**config.mk**
```make
export PLATFORM = sky130hd
export DESIGN_NAME = psit_image_unit
export DESIGN_NICKNAME = d
export VERILOG_FILES = /design/src/rtl/core/psit_pkg.sv /design/src/rtl/core/psit_image_unit.sv
export SDC_FILE = /design/constraint.sdc
export NUM_CORES = 2
export LEC_CHECK = 0
export BUFFER_PORTS_ARGS = -buffer_cell sky130_fd_sc_hd__buf_2
export CORE_MARGIN = 2
export CORE_UTILIZATION = 39
export CTS_BUF_LIST = sky130_fd_sc_hd__clkbuf_8
export DETAILED_ROUTE_END_ITERATION = 8
export PLACE_DENSITY = 0.61
export SETUP_SLACK_MARGIN = 0.1
export SKIP_CTS_REPAIR_TIMING = 1
export SYNTH_ARGS = -nofsm -noshare
export SYNTH_HDL_FRONTEND = slang
export SYNTH_SLANG_ARGS = --single-unit
export TNS_END_PERCENT = 20
```
**constraint.sdc**
```tcl
create_clock -name clk_i -period 10.83 [get_ports clk_i]
set_input_delay 1.083 -clock clk_i [delete_from_list [all_inputs] [get_ports clk_i]]
set_output_delay 1.083 -clock clk_i [all_outputs]
set_load 0.005 [all_outputs]
```
**src/rtl/core/psit_pkg.sv**
```systemverilog
// psit_pkg: shared types and constants for the periodic sphere inclusion table
// holds the item structs, the op codes, the register map and the datapath control struct
// no dependencies
`timescale 1ns / 1ps
`default_nettype none

package psit_pkg;

  // item op codes
  typedef enum logic [1:0] {
    OP_CLEAR  = 2'd0,
    OP_APPEND = 2'd1,
    OP_QUERY  = 2'd2
  } op_e;

  // register indexes on the configuration port
  localparam logic [1:0] REG_BOX_X = 2'd0;
  localparam logic [1:0] REG_BOX_Y = 2'd1;
  localparam logic [1:0] REG_BOX_Z = 2'd2;

  localparam int unsigned PADDR_W  = 4;
  localparam int unsigned COUNT_W  = 11;

  // squares per entry: six axis offsets and one diameter
  localparam int unsigned SQ_COUNT  = 7;
  localparam int unsigned IMG_COUNT = 8;
  localparam int unsigned STEP_W    = 3;

  typedef struct packed {
    logic [1:0]         op;
    logic signed [31:0] coord_x;
    logic signed [31:0] coord_y;
    logic signed [31:0] coord_z;
    logic [30:0]        diameter;
  } in_item_t;

  typedef struct packed {
    logic               inside_res;
    logic [COUNT_W-1:0] entry_count;
    logic               status;
  } out_item_t;

  // one stored sphere
  typedef struct packed {
    logic [31:0] center_x;
    logic [31:0] center_y;
    logic [31:0] center_z;
    logic [30:0] diameter;
  } sphere_t;

  typedef struct packed {
    logic [31:0] x;
    logic [31:0] y;
    logic [31:0] z;
  } point_t;

  typedef struct packed {
    logic [30:0] x;
    logic [30:0] y;
    logic [30:0] z;
  } box_t;

  // sequencer to datapath control
  typedef struct packed {
    logic              load_mag;
    logic              mul_en;
    logic [STEP_W-1:0] mul_sel;
    logic [STEP_W-1:0] img_sel;
  } dist_ctrl_t;

endpackage

`default_nettype wire

```
**src/rtl/core/psit_image_unit.sv**
```systemverilog
// psit_image_unit: distance datapath for one stored sphere and its eight periodic images
// one shared squaring multiplier, squares kept in registers, one image compared per step
// depends on psit_pkg
`timescale 1ns / 1ps
`default_nettype none

module psit_image_unit
  import psit_pkg::*;
(
  input  wire logic       clk_i,
  input  wire dist_ctrl_t ctrl_i,
  input  wire sphere_t    entry_i,
  input  wire point_t     point_i,
  input  wire box_t       box_i,
  output logic            hit_o
);

  // signed offset shift + center - point, exact in 34 bits
  function automatic logic [33:0] axis_diff(input logic [31:0] c, input logic [31:0] p,
                                            input logic [30:0] box, input logic add_box);
    logic [33:0] c_ext;
    logic [33:0] p_ext;
    logic [33:0] b_ext;
    c_ext = {{2{c[31]}}, c};
    p_ext = {{2{p[31]}}, p};
    b_ext = add_box ? {3'b000, box} : 34'd0;
    return c_ext - p_ext + b_ext;
  endfunction

  logic [33:0] diff_w [6];
  logic [33:0] abs_w  [6];

  logic [30:0] mag_q [6];
  logic [5:0]  ovf_q;
  logic [30:0] diam_q;
  logic [61:0] sq_q  [SQ_COUNT];

  logic [30:0] mul_a;
  logic [61:0] prod;

  logic [2:0]  xi;
  logic [2:0]  yi;
  logic [2:0]  zi;
  logic [63:0] dd;
  logic        img_ok;

  // axis offsets: index is axis * 2 + shifted
  always_comb begin
    diff_w[0] = axis_diff(entry_i.center_x, point_i.x, box_i.x, 1'b0);
    diff_w[1] = axis_diff(entry_i.center_x, point_i.x, box_i.x, 1'b1);
    diff_w[2] = axis_diff(entry_i.center_y, point_i.y, box_i.y, 1'b0);
    diff_w[3] = axis_diff(entry_i.center_y, point_i.y, box_i.y, 1'b1);
    diff_w[4] = axis_diff(entry_i.center_z, point_i.z, box_i.z, 1'b0);
    diff_w[5] = axis_diff(entry_i.center_z, point_i.z, box_i.z, 1'b1);
    for (int k = 0; k < 6; k++) begin
      abs_w[k] = diff_w[k][33] ? (~diff_w[k] + 34'd1) : diff_w[k];
    end
  end

  // magnitudes, with a flag where the offset reaches 2^31 and can never hit
  always_ff @(posedge clk_i) begin
    if (ctrl_i.load_mag) begin
      for (int k = 0; k < 6; k++) begin
        mag_q[k] <= abs_w[k][30:0];
        ovf_q[k] <= |abs_w[k][33:31];
      end
      diam_q <= entry_i.diameter;
    end
  end

  // shared squaring unit, last step squares the diameter
  assign mul_a = (ctrl_i.mul_sel < STEP_W'(SQ_COUNT - 1)) ? mag_q[ctrl_i.mul_sel] : diam_q;
  assign prod  = {31'd0, mul_a} * {31'd0, mul_a};

  always_ff @(posedge clk_i) begin
    if (ctrl_i.mul_en) begin
      sq_q[ctrl_i.mul_sel] <= prod;
    end
  end

  // image compare: 4 * dd < diameter^2
  assign xi     = {2'b00, ctrl_i.img_sel[2]};
  assign yi     = {2'b01, ctrl_i.img_sel[1]};
  assign zi     = {2'b10, ctrl_i.img_sel[0]};
  assign img_ok = ~(ovf_q[xi] | ovf_q[yi] | ovf_q[zi]);
  assign dd     = {2'b00, sq_q[xi]} + {2'b00, sq_q[yi]} + {2'b00, sq_q[zi]};
  assign hit_o  = img_ok && ({dd, 2'b00} < {4'b0000, sq_q[SQ_COUNT-1]});

endmodule

`default_nettype wire

```
---- Word level (Yosys, flattened, before mapping) ----
Memory sizes are Yosys's and may differ from the RTL's.
Index checks and enable logic that the tools add are counted.
cells by class
  $add $sub $neg .......................... 14
  multiply operators ...................... 1
  order comparisons ....................... 5
  muxes and demuxes ....................... 17
  bitwise logic cells ..................... 9
  reduce and logical (&&, ||, !) cells .... 7
operators by type and width
  kind                   count
  $add 34x1->34 const B  6
  $mux 34                6
  $not 34->34            6
  $add 33x32->34         3
  $sub 32x32->33         3
  $lt 66x62->1           1
  $add 63x62->64         1
  $add 62x62->63         1
  $mul 31x31->62         1
  $mux 31                1
  $reduce_or 3->1        6
  $mux 1                 10
  $lt 1x4->1 const B     1
  $lt 2x4->1 const B     1
  $lt 3x4->1 const B     1
  $lt 3x3->1 const B     1
  $or 1x1->1             2
  $logic_and 1x1->1      1
  $not 1->1              1
storage, ports and cells
  register bits after elaboration ......... 37
  RAM bits ................................ 620
  word-level logic and storage cells ...... 57
  memories ................................ 2
memories
  name   depth  width  read ports  clocked after Yosys merged registers in  write ports  line                   RTL
  sq_q   7      62     4           0                                        1            psit_image_unit.sv:36  logic [61:0] sq_q [SQ_COUNT];
  mag_q  6      31     1           0                                        6            psit_image_unit.sv:33  logic [30:0] mag_q [6];

---- Longest topological paths before layout ----
  depth after elaboration ................. 6
  gate-level depth with buffers ........... 38
  depth with buffers taken out ............ 35

---- Worst setup path after synthesis ----
Ideal clock, no wire load.
  path kind ............................... input to register
  start ................................... input port ctrl_i[3] (netlist bit)
  end ..................................... memory sq_q[0][55] (data pin)
  setup time .............................. 0.212 ns
  data arrival time ....................... 10.793 ns
  setup slack ............................. -0.175 ns
  cell stages on the path ................. 34
  buffers on the path ..................... 7
  path through ............................ clkbuf_1 > buf_1 > clkbuf_1 > clkbuf_1 > mux2i_1 > nand2_1 > o211ai_1 > and2_1 > clkbuf_1 > buf_1 > nor2_1 > fa_1 > inv_1 > fa_1 > fa_1 > fa_1 > inv_1 > fa_1 > fa_1 > fa_1 > fa_1 > ha_1 > clkbuf_1 > nand2_1 > o21ai_0 > nand2b_1 > a21oi_1 > or4b_2 > o21ba_2 > o21ai_0 > a31o_2 > a21oi_1 > o21ai_0 > xor2_1
between the ends
  word-level cells in the longest chain between the ends .. 3
  elaborated cells on any way between the ends .. 4
  those cells by class .................... mul (1); order compare (1); mux (1); memory (1)
RTL lines
  what                                        line                   RTL
  from (decl)                                 psit_image_unit.sv:11  input wire dist_ctrl_t ctrl_i,
  $mem_v2 6x31 or $lt 3x3->1 (tied branches)  n/a
  $mux 31 (*)                                 psit_image_unit.sv:72  assign mul_a = (ctrl_i.mul_sel < STEP_W'(SQ_COUNT - 1)) ? mag_q[ctrl_i.mul_sel] : diam_q;
  $mul 31x31->62 (*)                          psit_image_unit.sv:73  assign prod = {31'd0, mul_a} * {31'd0, mul_a};
  named net prod[55]                          psit_image_unit.sv:39  logic [61:0] prod;
  to (decl)                                   psit_image_unit.sv:36
Mark *: on every way through the listed nets, which the timed path passes. The rest lies on a longest branch.

---- Worst setup path in the final report ----
  start ................................... input port ctrl_i[3] (netlist bit)
  end ..................................... memory sq_q[1][55] (data pin)
Same word-level chain as after synthesis.

==> metrics.csv <==
metric;value;unit
post-detail-place hpwl;168000;um
die boundary width;433;um
GR Util All Layers;22.1;%
r2r setup slk;1.00;ns
clock sinks;650;
status;finished clean;
Seq/Total Area, Yosys;27.2;%
type of origin of the critical path;input port;
Final #Nets;9249;
max cap viols;0;
Cell Rows;157;
CP max-delay cell;a2111oi_1;
P&R area growth vs syn;10.1;%
post-synthesis cell area;0.0718;mm2
post-synth top area cell;edfxtp_1;
Reg2Reg Launch Point;mag_q[1][5]$_DFFE_PP_;
H-Tree Depth;3;
Gate Count Post-Synth;7171;
R2R Path End;sq_q[1][55]$_DFFE_PP_;
Placeable Area;0.183;mm2
type of the worst min-delay path;in2reg;
Min Hold Slack;0.445;ns
CP peak stage delay;0.62;ns
# DRC;0;
crit-path leading delay family;adder cells;
hold_sp;entry_i[13];
initial antenna violation count;12;
critical path type;in2reg;
Port Buffers;325;
slew margin rel.;21.4;%
Die Ht;433;um
total congestion overflow;0;
largest net degree at the start of global routing;89;
Pre-Repair DR Iteration Count;5;
FMAX;0.0977;GHz
crit path capture type;register;
Worst Clk Skew;0.0669;ns
Critical Path RT;11.36;ns
TritonCTS clock tree;yes;
wirelength, routed;208000;um
FF-to-FF path depth;31;
CP most frequent cell;fa_1;
CP max FO;25;
CTS max path bufs;3;
number of buffers created by CTS;108;
EDFF count, synth;650;
DR iter-0 viols;3988;
Hold Violations, Final;0;
Core Util, Final;43.2;%
synth unique cells;97;
yosys warns;0;
Slew @ Worst Pin;1.15;ns
Initial Util;39.2;%
Final GP Congestion;0.952;
antenna viol nets, final;0;
Slew Limit Fails;0;
Hold Path Depth;1;
Final period util;94.5;%
Vias;53900;
Top Ports;326;
ys flop type;edfxtp_1;
fin crit period;10.23;ns
hold endpoint;diam_q[13]$_DFFE_PP_;
top cell type's share of synthesized area;27.2;%
Async SR Flop Fraction;0;%
Clk pin slew, worst setup/hold paths;0.06;ns
worst path bufs/invs;6;
RSZ-0062 raised after global routing;false;
Root Driver;clkbuf_8;
ranking of synthesized cells by area;edfxtp_1 27%, fa_1 23%, ha_1 10%, inv_1 6.2%, xnor2_1 3.5%;
via/cell ratio;5.35;
final setup fails;0;
Skew-Pair Late Insertion Delay;0.86;ns
layout cell share with drive strength beyond 1;11.8;%
critical path arrival;10.76;ns
first-pass GRT wire length;320000;um
syn avg cell area;10.0;um2
Routed WL per cell;20.6;um
die area;0.188;mm2
count of state elements after synthesis;650;
vias in the first global route;55300;
-- metrics by stage --
step	area [um2]	setup slack [ns]	std cells	TNS, ns
final	79100	0.599	10100	0
after global routing	79100	0.212	10100	0
after CTS	79100	0.339	10100	0
after detailed placement	77000	-0.516	9881	-15.73
after global placement	77000	-0.356	9881	-9.21
after floorplan	71800	0.145	7172	0
-- worst max-delay path by stage --
stage	depth (start not counted)	slack, ns	startpoint	end
5_1_grt	34	0.21	ctrl_i[4]	sq_q[1][55]$_DFFE_PP_
3_3_place_gp	31	-0.36	ctrl_i[3]	sq_q[6][59]$_DFFE_PP_
6_report	31	0.60	ctrl_i[3]	sq_q[1][55]$_DFFE_PP_
4_1_cts	34	0.34	ctrl_i[4]	sq_q[1][55]$_DFFE_PP_
2_1_floorplan	34	0.15	ctrl_i[3]	sq_q[0][55]$_DFFE_PP_
3_5_place_dp	34	-0.52	ctrl_i[4]	sq_q[6][55]$_DFFE_PP_
-- Yosys cell counts (all sizes together) (88+ instances only) --
| cell | number |
|---|---|
| nand3 | 91 |
| nor2 | 532 |
| a21oi | 400 |
| mux2 | 189 |
| xnor2 | 285 |
| ha | 580 |
| a21o | 156 |
| edfxtp | 650 |
| nor3 | 88 |
| o21ai | 240 |
| xor2 | 145 |
| nand2 | 524 |
| clkbuf | 204 |
| inv | 1194 |
| fa | 817 |
-- kinds of logic (layout without fill, tap and decap cells) --
logic type      count (synthesis)  in the layout  synth area share, %
flops                         650            650                 27.2
simple gates                 1670           1670                 10.8
compound gates               1339           1339                 12.2
mux                           251            251                 4.16
buf+inv                      1432           1870                 7.49
fa+ha+maj                    1397           1397                 32.9
xor+xnor                      430            430                 5.25
other cells                     2              8               0.0105
-- routing by layer --
metal | GRT usage (%) | part of all wire (%) | vias up
li1 | - | - | 25100
met4 | 5.64 | 2.6 | 18
met2 | 35.8 | 46 | 1846
met5 | 0 | 0.059 | -
met3 | 4.07 | 7.2 | 289
met1 | 30.4 | 45 | 26600
-- state kept, by name, summed over array words and instances (netlist names) --
| signal | flops |
|---|---|
| sq_q | 427 |
| ovf_q | 6 |
| diam_q | 31 |
| mag_q | 186 |
-- layout make-up --
class	count	area (um2)
antenna	5	12.5
sequential	650	19500
tap	2464	3080
clock inverter	85	626
multi-input combinational	5090	47000
timing repair buffer	473	2830
clock buffer	108	1490
fill	17800	104000
inverter	1204	4520
-- cells in the final DEF (no fill, tap or decap), drive strengths merged, types with 29 or more instances in the layout --
| cell type | count |
|---|---|
| a21oi | 400 |
| a31oi | 48 |
| or3 | 41 |
| xor2 | 145 |
| clkbuf | 108 |
| clkinv | 47 |
| mux2 | 189 |
| fa | 817 |
| a211oi | 61 |
| nand2 | 524 |
| inv | 1233 |
| nor2 | 532 |
| mux2i | 43 |
| o21a | 53 |
| o21ai | 240 |
| nor4 | 32 |
| and2 | 42 |
| nor3 | 88 |
| nor2b | 53 |
| o211ai | 59 |
| ha | 580 |
| edfxtp | 650 |
| nand3 | 91 |
| o21bai | 47 |
| a21o | 156 |
| nand4 | 60 |
| buf | 473 |
| or2 | 29 |
| nand2b | 47 |
| xnor2 | 285 |
| and3 | 43 |
Power is left out: the tool's default activity adds up to more than one toggle a clock period on the data nets, which glitch-free logic cannot reach.
